--- config.mk ---
export PLATFORM = sky130hd
export DESIGN_NAME = elementary_cellular_automaton_tone
export DESIGN_NICKNAME = d
export VERILOG_FILES = /design/src/sv/ecat_pkg.sv /design/src/sv/elementary_cellular_automaton_tone.sv /design/src/sv/ecat_cell_ram.sv /design/src/sv/ecat_walk.sv /design/src/sv/ecat_div.sv
export SDC_FILE = /design/constraint.sdc
export NUM_CORES = 1
export LEC_CHECK = 0
export ABC_AREA = 1
export ABC_CLOCK_PERIOD_IN_PS = 8200
export BUFFER_PORTS_ARGS = -buffer_cell sky130_fd_sc_hd__buf_2
export CAP_MARGIN = 40
export CELL_PAD_IN_SITES_DETAIL_PLACEMENT = 0
export CELL_PAD_IN_SITES_GLOBAL_PLACEMENT = 1
export CORE_ASPECT_RATIO = 1.2
export CORE_UTILIZATION = 40
export CTS_CLUSTER_SIZE = 8
export DETAILED_ROUTE_END_ITERATION = 12
export GPL_TIMING_DRIVEN = 0
export PLACE_DENSITY_LB_ADDON = 0.1
export REMOVE_ABC_BUFFERS = 1
export SLEW_MARGIN = 20
export SYNTH_ARGS = -nofsm -noshare
export SYNTH_HDL_FRONTEND = slang
export SYNTH_HIERARCHICAL = 1
export SYNTH_SLANG_ARGS = --single-unit
--- constraint.sdc ---
create_clock -name clk -period 8.2 [get_ports clk]
set_input_delay 0.82 -clock clk [delete_from_list [all_inputs] [get_ports clk]]
set_output_delay 0.82 -clock clk [all_outputs]
set_load 0.03 [all_outputs]
--- src/sv/ecat_pkg.sv ---
`timescale 1ns / 1ps
// ----------------------------------------------------------------------------
// ecat_pkg
// Shared constants and types for the cellular automaton tone block.
// ----------------------------------------------------------------------------
package ecat_pkg;

	localparam int CELLS_DEFAULT = 256;

	localparam int CFG_INDEX_W = 2;
	localparam int CFG_DATA_W  = 16;

	localparam int RULE_W   = 8;
	localparam int WIDTH_W  = 9;
	localparam int PERIOD_W = 16;
	localparam int SEED_W   = 8;
	localparam int VALUE_W  = 16;

	// fraction bits of the Q1.15 output
	localparam int Q_BITS = 15;

	localparam logic [RULE_W-1:0]   RULE_RESET   = 8'd30;
	localparam logic [WIDTH_W-1:0]  WIDTH_RESET  = 9'd256;
	localparam logic [PERIOD_W-1:0] PERIOD_RESET = 16'd1;
	localparam logic [SEED_W-1:0]   SEED_RESET   = 8'h01;

	typedef enum logic [CFG_INDEX_W-1:0] {
		CFG_RULE   = 2'd0,
		CFG_WIDTH  = 2'd1,
		CFG_PERIOD = 2'd2,
		CFG_SEED   = 2'd3
	} cfg_reg_t;

	typedef enum logic {
		WALK_FILL = 1'b0,
		WALK_GEN  = 1'b1
	} walk_op_t;

	typedef struct packed {
		logic     go;
		walk_op_t op;
	} walk_cmd_t;

	typedef struct packed {
		logic idle;
		logic done;
	} walk_sts_t;

endpackage

--- src/sv/elementary_cellular_automaton_tone.sv ---
`timescale 1ns / 1ps
// ----------------------------------------------------------------------------
// elementary_cellular_automaton_tone
// Ring of one-bit cells under an elementary rule, sampled as an audio tone.
// ----------------------------------------------------------------------------
// Each tick request advances a 16-bit tick counter; once every step_period
// ticks it runs one generation of the ring and refreshes the held sample
// from the cells as they were before that generation. The cells live in a
// one-bit RAM with a registered read port and are walked one cell a cycle,
// so the cell RAM sets the cost: a generation adds a walk over the n cells
// in use and the 15-bit serial divide, and a reseed adds a fill of the n
// cells, where n is the width in use (width clamped to CELLS). After reset
// the block writes the seed pattern 0x01 across all CELLS entries, one per
// cycle, and stalls tick requests until that pass is done; configuration
// writes are taken at any time but are meant to be issued while no tick is
// in flight. A finished sample may wait in the output register while the
// next tick request is already accepted.
// ----------------------------------------------------------------------------
module elementary_cellular_automaton_tone #(
	parameter int CELLS = ecat_pkg::CELLS_DEFAULT
) (
	input  logic                             clk,
	input  logic                             arst_n,
	// configuration write channel
	input  logic                             cfg_valid,
	output logic                             cfg_ready,
	input  logic [ecat_pkg::CFG_INDEX_W-1:0] cfg_index,
	input  logic [ecat_pkg::CFG_DATA_W-1:0]  cfg_data,
	// tick request channel
	input  logic                             tick_valid,
	output logic                             tick_stall,
	input  logic                             reseed,
	// sample channel
	output logic                             sample_valid,
	input  logic                             sample_stall,
	output logic signed [ecat_pkg::VALUE_W-1:0] value,
	output logic                             stepped
);
	import ecat_pkg::*;

	localparam int NW = $clog2(CELLS + 1);
	localparam int SW = $clog2(CELLS * (CELLS - 1) / 2 + 2);

	typedef enum logic [2:0] {
		T_IDLE, T_FILL, T_GEN, T_DIV, T_OUT
	} top_state_t;

	// configuration registers
	logic [RULE_W-1:0]   rule_q;
	logic [WIDTH_W-1:0]  width_q;
	logic [PERIOD_W-1:0] period_q;
	logic [SEED_W-1:0]   seed_q;

	top_state_t                 state_q;
	logic [PERIOD_W-1:0]        tick_q;
	logic                       step_q;
	logic signed [VALUE_W-1:0]  held_q;
	logic                       out_valid_q;
	logic signed [VALUE_W-1:0]  out_value_q;
	logic                       out_stepped_q;
	walk_cmd_t                  walk_cmd_q;
	logic                       div_start_q;

	walk_sts_t          walk_sts;
	logic [SW-1:0]      sum_s, sum_d;
	logic               old0;
	logic               div_done;
	logic [Q_BITS-1:0]  quo;

	logic [NW-1:0]       n_used;
	logic [PERIOD_W-1:0] period_eff;
	logic                take_tick, step_now, out_free;
	logic [VALUE_W-1:0]  mag;

	// ------------------------------------------------------------------
	// configuration: always ready, written by index
	// ------------------------------------------------------------------
	assign cfg_ready = 1'b1;

	always_ff @(posedge clk or negedge arst_n) begin
		if (!arst_n) begin
			rule_q   <= RULE_RESET;
			width_q  <= WIDTH_RESET;
			period_q <= PERIOD_RESET;
			seed_q   <= SEED_RESET;
		end else if (cfg_valid && cfg_ready) begin
			unique case (cfg_reg_t'(cfg_index))
				CFG_RULE:   rule_q   <= cfg_data[RULE_W-1:0];
				CFG_WIDTH:  width_q  <= cfg_data[WIDTH_W-1:0];
				CFG_PERIOD: period_q <= cfg_data[PERIOD_W-1:0];
				CFG_SEED:   seed_q   <= cfg_data[SEED_W-1:0];
				default:    ;
			endcase
		end
	end

	// clamp width to the ring; a zero period counts as one
	assign n_used     = (32'(width_q) > CELLS) ? NW'(CELLS) : NW'(width_q);
	assign period_eff = (period_q == '0) ? PERIOD_W'(1) : period_q;

	// ------------------------------------------------------------------
	// tick handshake: take a request only when both sequencers are idle
	// ------------------------------------------------------------------
	assign tick_stall = !((state_q == T_IDLE) && walk_sts.idle);
	assign take_tick  = tick_valid && !tick_stall;
	assign step_now   = tick_q >= period_eff;
	assign out_free   = !out_valid_q || !sample_stall;

	// sign-magnitude to two's complement; magnitude never exceeds 32767
	assign mag = {1'b0, quo};

	ecat_walk #(.CELLS(CELLS), .NW(NW), .SW(SW)) u_walk (
		.clk    (clk),
		.arst_n (arst_n),
		.cmd    (walk_cmd_q),
		.n      (n_used),
		.rule   (rule_q),
		.seed   (seed_q),
		.sts    (walk_sts),
		.sum_s  (sum_s),
		.sum_d  (sum_d),
		.old0   (old0)
	);

	ecat_div #(.SW(SW)) u_div (
		.clk    (clk),
		.arst_n (arst_n),
		.start  (div_start_q),
		.num    (sum_s),
		.den    (sum_d),
		.done   (div_done),
		.quo    (quo)
	);

	// ------------------------------------------------------------------
	// tick sequencer and output register
	// ------------------------------------------------------------------
	always_ff @(posedge clk or negedge arst_n) begin
		if (!arst_n) begin
			state_q       <= T_IDLE;
			tick_q        <= '0;
			step_q        <= 1'b0;
			held_q        <= '0;
			out_valid_q   <= 1'b0;
			out_value_q   <= '0;
			out_stepped_q <= 1'b0;
			walk_cmd_q    <= '{go: 1'b0, op: WALK_FILL};
			div_start_q   <= 1'b0;
		end else begin
			// drop one-cycle pulses by default
			walk_cmd_q.go <= 1'b0;
			div_start_q   <= 1'b0;
			if (out_valid_q && !sample_stall) begin
				out_valid_q <= 1'b0;
			end

			unique case (state_q)
				T_IDLE: begin
					if (take_tick) begin
						// advance the counter now; the walk follows
						tick_q <= (step_now ? tick_q - period_eff : tick_q)
							+ PERIOD_W'(1);
						step_q <= step_now;
						if (reseed) begin
							walk_cmd_q <= '{go: 1'b1, op: WALK_FILL};
							state_q    <= T_FILL;
						end else if (step_now) begin
							walk_cmd_q <= '{go: 1'b1, op: WALK_GEN};
							state_q    <= T_GEN;
						end else begin
							state_q <= T_OUT;
						end
					end
				end
				T_FILL: begin
					if (walk_sts.done) begin
						if (step_q) begin
							walk_cmd_q <= '{go: 1'b1, op: WALK_GEN};
							state_q    <= T_GEN;
						end else begin
							state_q <= T_OUT;
						end
					end
				end
				T_GEN: begin
					if (walk_sts.done) begin
						div_start_q <= 1'b1;
						state_q     <= T_DIV;
					end
				end
				T_DIV: begin
					if (div_done) begin
						held_q  <= old0 ? -$signed(mag) : $signed(mag);
						state_q <= T_OUT;
					end
				end
				T_OUT: begin
					// hold the sample until the output register frees up
					if (out_free) begin
						out_valid_q   <= 1'b1;
						out_value_q   <= held_q;
						out_stepped_q <= step_q;
						state_q       <= T_IDLE;
					end
				end
				default: state_q <= T_IDLE;
			endcase
		end
	end

	assign sample_valid = out_valid_q;
	assign value        = out_value_q;
	assign stepped      = out_stepped_q;

	// ------------------------------------------------------------------
	// assertions
	// ------------------------------------------------------------------
	// an accepted tick request keeps the channel stalled while it is worked on
	a_busy_after_take: assert property (@(posedge clk) disable iff (!arst_n)
		take_tick |=> tick_stall)
		else $error("tick request taken while previous one still in work");

	// a new sample is only loaded from the output stage of the sequencer
	a_load_from_out: assert property (@(posedge clk) disable iff (!arst_n)
		$rose(sample_valid) |-> $past(state_q == T_OUT))
		else $error("sample presented outside the output stage");

	// the cell walk and a tick request never run side by side
	a_walk_blocks_tick: assert property (@(posedge clk) disable iff (!arst_n)
		!walk_sts.idle |-> tick_stall)
		else $error("tick request open while cell walk is busy");

	// a generation result arrives only while waiting on the divider
	a_div_in_state: assert property (@(posedge clk) disable iff (!arst_n)
		div_done |-> (state_q == T_DIV))
		else $error("divider finished outside the divide stage");

endmodule

--- src/sv/ecat_cell_ram.sv ---
`timescale 1ns / 1ps
// ----------------------------------------------------------------------------
// ecat_cell_ram
// One-bit cell store: one write port, one read port, registered read data.
// ----------------------------------------------------------------------------
module ecat_cell_ram #(
	parameter int DEPTH = 256,
	parameter int AW    = 8
) (
	input  logic          clk,
	input  logic          we,
	input  logic [AW-1:0] waddr,
	input  logic          wdata,
	input  logic [AW-1:0] raddr,
	output logic          rdata
);

	logic mem [DEPTH];

	always_ff @(posedge clk) begin
		if (we) begin
			mem[waddr] <= wdata;
		end
		rdata <= mem[raddr];
	end

endmodule

--- src/sv/ecat_walk.sv ---
`timescale 1ns / 1ps
// ----------------------------------------------------------------------------
// ecat_walk
// Serial walk over the cell store: reset pass, seed fill and one generation
// with the index sums of the old cells.
// ----------------------------------------------------------------------------
module ecat_walk #(
	parameter int CELLS = 256,
	parameter int NW    = 9,
	parameter int SW    = 15
) (
	input  logic                          clk,
	input  logic                          arst_n,
	input  ecat_pkg::walk_cmd_t           cmd,
	input  logic [NW-1:0]                 n,
	input  logic [ecat_pkg::RULE_W-1:0]   rule,
	input  logic [ecat_pkg::SEED_W-1:0]   seed,
	output ecat_pkg::walk_sts_t           sts,
	output logic [SW-1:0]                 sum_s,
	output logic [SW-1:0]                 sum_d,
	output logic                          old0
);
	import ecat_pkg::*;

	localparam int AW = $clog2(CELLS);
	localparam logic [AW-1:0] LAST = AW'(CELLS - 1);

	typedef enum logic [2:0] {
		W_INIT, W_IDLE, W_FILL, W_GA, W_GB, W_GC, W_RUN
	} walk_state_t;

	walk_state_t   state_q;
	logic [AW-1:0] i_q;
	logic          left_q, cur_q, old0_q, done_q;
	logic [SW-1:0] s_q, d_q;

	logic          we, wdata, rdata, right_bit, new_bit, last_n;
	logic [AW-1:0] raddr;

	ecat_cell_ram #(.DEPTH(CELLS), .AW(AW)) u_ram (
		.clk   (clk),
		.we    (we),
		.waddr (i_q),
		.wdata (wdata),
		.raddr (raddr),
		.rdata (rdata)
	);

	// right neighbor of the top cell wraps to cell 0, already overwritten
	assign right_bit = (i_q == LAST) ? old0_q : rdata;
	assign new_bit   = rule[{left_q, cur_q, right_bit}];
	assign last_n    = (NW'(i_q) + NW'(1)) == n;

	always_comb begin
		we    = 1'b0;
		wdata = 1'b0;
		raddr = i_q + AW'(2);
		unique case (state_q)
			W_INIT: begin
				we    = 1'b1;
				wdata = SEED_RESET[i_q[2:0]];
			end
			W_FILL: begin
				we    = 1'b1;
				wdata = seed[i_q[2:0]];
			end
			W_GA: raddr = LAST;
			W_GB: raddr = '0;
			W_GC: raddr = AW'(1);
			W_RUN: begin
				we    = 1'b1;
				wdata = new_bit;
			end
			W_IDLE: ;
			default: ;
		endcase
	end

	always_ff @(posedge clk or negedge arst_n) begin
		if (!arst_n) begin
			state_q <= W_INIT;
			i_q     <= '0;
			done_q  <= 1'b0;
			old0_q  <= 1'b0;
			left_q  <= 1'b0;
			cur_q   <= 1'b0;
			s_q     <= '0;
			d_q     <= SW'(1);
		end else begin
			done_q <= 1'b0;
			unique case (state_q)
				W_INIT: begin
					i_q <= i_q + AW'(1);
					if (i_q == LAST) begin
						i_q     <= '0;
						state_q <= W_IDLE;
					end
				end
				W_IDLE: begin
					if (cmd.go) begin
						i_q <= '0;
						if (n == '0) begin
							done_q <= 1'b1;
							s_q    <= '0;
							d_q    <= SW'(1);
							old0_q <= 1'b0;
						end else if (cmd.op == WALK_FILL) begin
							state_q <= W_FILL;
						end else begin
							s_q     <= '0;
							d_q     <= SW'(1);
							state_q <= W_GA;
						end
					end
				end
				W_FILL: begin
					i_q <= i_q + AW'(1);
					if (last_n) begin
						done_q  <= 1'b1;
						state_q <= W_IDLE;
					end
				end
				W_GA: state_q <= W_GB;
				W_GB: begin
					left_q  <= rdata;
					state_q <= W_GC;
				end
				W_GC: begin
					cur_q   <= rdata;
					old0_q  <= rdata;
					i_q     <= '0;
					state_q <= W_RUN;
				end
				W_RUN: begin
					if (cur_q) begin
						s_q <= s_q + SW'(i_q);
					end
					d_q    <= d_q + SW'(i_q);
					left_q <= cur_q;
					cur_q  <= right_bit;
					i_q    <= i_q + AW'(1);
					if (last_n) begin
						done_q  <= 1'b1;
						state_q <= W_IDLE;
					end
				end
				default: state_q <= W_IDLE;
			endcase
		end
	end

	assign sts.idle = (state_q == W_IDLE);
	assign sts.done = done_q;
	assign sum_s    = s_q;
	assign sum_d    = d_q;
	assign old0     = old0_q;

endmodule

--- src/sv/ecat_div.sv ---
`timescale 1ns / 1ps
// ----------------------------------------------------------------------------
// ecat_div
// Restoring divider, one quotient bit a cycle: q = floor(num * 2^15 / den),
// with num below den.
// ----------------------------------------------------------------------------
module ecat_div #(
	parameter int SW = 15
) (
	input  logic                        clk,
	input  logic                        arst_n,
	input  logic                        start,
	input  logic [SW-1:0]               num,
	input  logic [SW-1:0]               den,
	output logic                        done,
	output logic [ecat_pkg::Q_BITS-1:0] quo
);
	import ecat_pkg::*;

	localparam int CW = $clog2(Q_BITS + 1);

	logic [SW-1:0]     rem_q, den_q;
	logic [Q_BITS-1:0] quo_q;
	logic [CW-1:0]     cnt_q;
	logic              busy_q, done_q;

	logic [SW:0] twice;
	logic        fits;

	assign twice = {rem_q, 1'b0};
	assign fits  = twice >= {1'b0, den_q};

	always_ff @(posedge clk or negedge arst_n) begin
		if (!arst_n) begin
			busy_q <= 1'b0;
			done_q <= 1'b0;
			cnt_q  <= '0;
		end else begin
			done_q <= 1'b0;
			if (start) begin
				busy_q <= 1'b1;
				cnt_q  <= '0;
			end else if (busy_q) begin
				cnt_q <= cnt_q + CW'(1);
				if (cnt_q == CW'(Q_BITS - 1)) begin
					busy_q <= 1'b0;
					done_q <= 1'b1;
				end
			end
		end
	end

	always_ff @(posedge clk) begin
		if (start) begin
			rem_q <= num;
			den_q <= den;
			quo_q <= '0;
		end else if (busy_q) begin
			rem_q <= fits ? SW'(twice - {1'b0, den_q}) : SW'(twice);
			quo_q <= {quo_q[Q_BITS-2:0], fits};
		end
	end

	assign done = done_q;
	assign quo  = quo_q;

endmodule

==> flow_summary.json <==
{
  "slew-limit-headroom": 0.474,
  "cpMaxStageDelayCell": "o21ai_4",
  "run_status": "complete, no violations",
  "firstDrtPassIters": 8,
  "gr-total-overflow": 0,
  "detailedPlacementHpwl_mm": 44.2,
  "crit_chain": "inv_1 > ha_1 > nand2_1 > inv_1 > a21oi_1 > nand2_1 > o21ai_4 > buf_16 > buf_16 > buf_16 > inv_6 > buf_16 > nand2_1 > nand3_1 > nand3_1 > nand3_1 > nand3_1 > nand2_1 > nand2_1 > nand3_1 > nand3_1 > nand2_1",
  "fin_crit_ns": 4.95,
  "synth_ff_type": "edfxtp_1",
  "worst_pin_slew_ns": 0.789,
  "wl_met3_mm": 2.34,
  "synthTopCellsByCount": "nand2_1, nand3_1, nor2_1",
  "coreArea_mm2": 0.0608,
  "fillCellCount": 5993,
  "clock-skew-final_ns": 0.0226,
  "synth_top_area_share": 0.348,
  "drv_slew": 0,
  "yosys_warnings": 6,
  "final_area_mm2": 0.0278,
  "cts_post_setup_buffers_inserted": 0,
  "wl_per_cell_um": 17.2,
  "post_dp_cell_area_mm2": 0.0258,
  "hold_viol_final": 0,
  "synth_top_area_cell": "edfxtp_1",
  "drtIter0Drc": 1186,
  "vdd_ir_drop_max_v": 0.000155,
  "cts_buffers": 66,
  "slowest_delay_ns": 0.71,
  "rr_startpoint": "u_walk/state_q[1]",
  "vias": 19492,
  "dr_wl_met2_mm": 32.0,
  "synth_cell_types": 61,
  "path_class": "flop to flop",
  "cp_top_family": "simple AND/OR/NAND/NOR gates",
  "drcViolationCount": 0,
  "wl_mm": 65.9,
  "clk_pin_slew_ns": 0.05,
  "synth_area_leaders": "edfxtp_1, dfrtp_1, nand2_1, nand3_1, nor2_1",
  "yosysMostFrequentCell": "nand2_1",
  "insertion_delay_ns": 0.61,
  "syn_inst": 2959,
  "start_util": 0.405,
  "finalCritPeriodShare": 0.604,
  "fp.dieW_um": 229,
  "syn2layout_area_growth_pct": 12.7,
  "synth_edf_count": 286,
  "antenna_cells": 0,
  "rsz0062_at_grt": "false",
  "cts_tree": "built",
  "crit_start": "u_walk/state_q[1]",
  "nets": 3066,
  "crit_fanout": 88,
  "cts_hold_buf": 0,
  "place_congestion": 0.817,
  "async_flop_share": 0.330,
  "wl_met1_mm": 29.6,
  "pin_count": 44,
  "drive_gt1_frac": 0.0895,
  "grt_antenna_before_repair": 0,
  "cts_buffer_depth": 3,
  "grt_first_pass_wirelength_mm": 105,
  "p_leak_nw": 12.2,
  "fin_cells": 3824,
  "placed_cells": 3717,
  "grt_max_degree": 89,
  "end_kind": "flop",
  "cp.buffers_inverters": 7,
  "ys_ff_latch": 451,
  "maxUsedRoutingLayer": "met4",
  "maxCapViolations": 0,
  "grt_pass1_vias": 18895,
  "vias_per_cell": 5.10,
  "port-buffer-count": 42,
  "fin_total_pwr_mw": 5.23,
  "fp.dieH_um": 274,
  "grt_usage": 0.213,
  "cts_root_buffer": "clkbuf_16",
  "cts_sinks": 451,
  "syn_area_mm2": 0.0247,
  "ys_seq_area_frac": 0.513,
  "syn_avg_cell_area_um2": 8.33,
  "die_area_mm2": 0.0626,
  "row_count": 99,
  "antenna_left": 0,
  "postCtsResizedCells": 0,
  "final_core_util": 0.457,
  "cp.arrival_ns": 5.41,
  "final-setup-viol-count": 0,
  "hp-class": "input pin to async pin",
  "cp-start-kind": "flop",
  "cts_max_level": 3,
  "clock.fmax_ghz": 0.202,
  "required_ns": 8.66,
  "power.density_mw_per_mm2": 188
}
## final cells by class
class	instances	area, µm²	area share
clock buffer	98	1780	0.0641
clock inverter	7	120	0.00432
inverter	296	1120	0.0404
multi-input combinational	2088	10200	0.368
sequential	451	12600	0.455
tap	808	1010	0.0364
timing repair buffer	76	887	0.0319
## worst register-to-register path: cells and delay by family (launching register included)
| kind | cells | cell delay (ns) |
|---|---|---|
| AND/OR/NAND/NOR | 12 | 1.70 |
| buffers and inverters | 7 | 1.24 |
| AO/OA/AOI/OAI | 2 | 1.18 |
| flip-flops | 1 | 0.43 |
| adder cells (fa/ha/maj) | 1 | 0.25 |
## cells in the final DEF (no fill, tap or decap), types with 8 or more instances in the layout
cell type  Yosys  layout
clkbuf_16      0      66
xor2_1        22      22
buf_8          1      13
mux2_2        10      10
clkbuf_1      59      31
nand3_2       10      15
nor2_2        11      11
buf_16         0      12
nor2_4        10      10
nand2_2       29      30
xnor2_1       15      15
inv_1        285     284
dfxtp_1       16      16
inv_2          9       8
nor2_1       376     376
o21ai_0      120     116
dfstp_2        8       8
buf_2         19      41
o21ai_1        8       8
nand3_1      402     396
nor3_1        15      15
edfxtp_1     286     286
ha_1          59      59
o22ai_1       27      27
nand2_1      820     819
dfrtp_1      141     140
nand3b_1      23      23
nand4_1       23      23
a21oi_1       47      47
## layer usage
metal  vias up  GRT usage
met5         -          0
met4         0     0.0791
met3       112     0.0241
met2       368      0.367
met1      9249      0.277
li1       9763          -
## per-stage QoR
stage / setup slack (ns) / hold WS, ns / setup TNS (ns)
after floorplan: -4.20 / 0.425 / -4.20
after global placement: -17.46 / 0.435 / -491.28
after detailed placement: 3.30 / 0.442 / 0
after CTS: 3.28 / 0.183 / 0
after global routing: 2.87 / 0.216 / 0
final: 3.25 / 0.188 / 0
## state kept, by name, indices dropped and copies added, names as in the netlist, 3 cells and up
| signal | count |
|---|---|
| width_q | 9 |
| u_walk/state_q | 3 |
| rule_q | 8 |
| u_walk/sum_s | 15 |
| u_walk/sum_d | 15 |
| u_div/rem_q | 15 |
| u_walk/i_q | 8 |
| value | 16 |
| state_q | 3 |
| held_q | 16 |
| u_div/cnt_q | 4 |
| u_div/den_q | 15 |
| seed_q | 8 |
| u_div/quo | 15 |
| u_walk/u_ram/mem | 256 |
| period_q | 16 |
| tick_q | 16 |
## logic make-up (layout without fill, tap and decap cells)
logic type	Yosys count	count (layout)	share of synthesized area
other	1	1	0.000152
adders and majority gates	63	63	0.0332
AOI/OAI and AO/OA	232	232	0.0525
DFF	451	451	0.513
and+or+nand+nor	1745	1745	0.307
muxes	10	10	0.00457
buffers and inverters	420	477	0.0761
xor gates and xnor gates	37	37	0.0131
## report_power, final
part	switching [mW]	internal, mW
registers	0.0216	2.44
logic	0.162	0.0803
clock network	1.02	1.51
total	1.21	4.02
## path summary, 6_finish.rpt
kind	end	slack, ns	depth (start not counted)
worst max-delay path	u_walk/u_ram/rdata	3.25	22
worst min-delay path	tick_q[10]	0.19	1
worst max register to register	u_walk/u_ram/rdata	3.25	22
worst min register to register	u_div/den_q[12]	0.45	0
max in group asynchronous	u_walk/sum_d[0]	7.18	2
min in group clk	u_div/den_q[12]	0.45	0
Power figures use the tool's default switching activity.
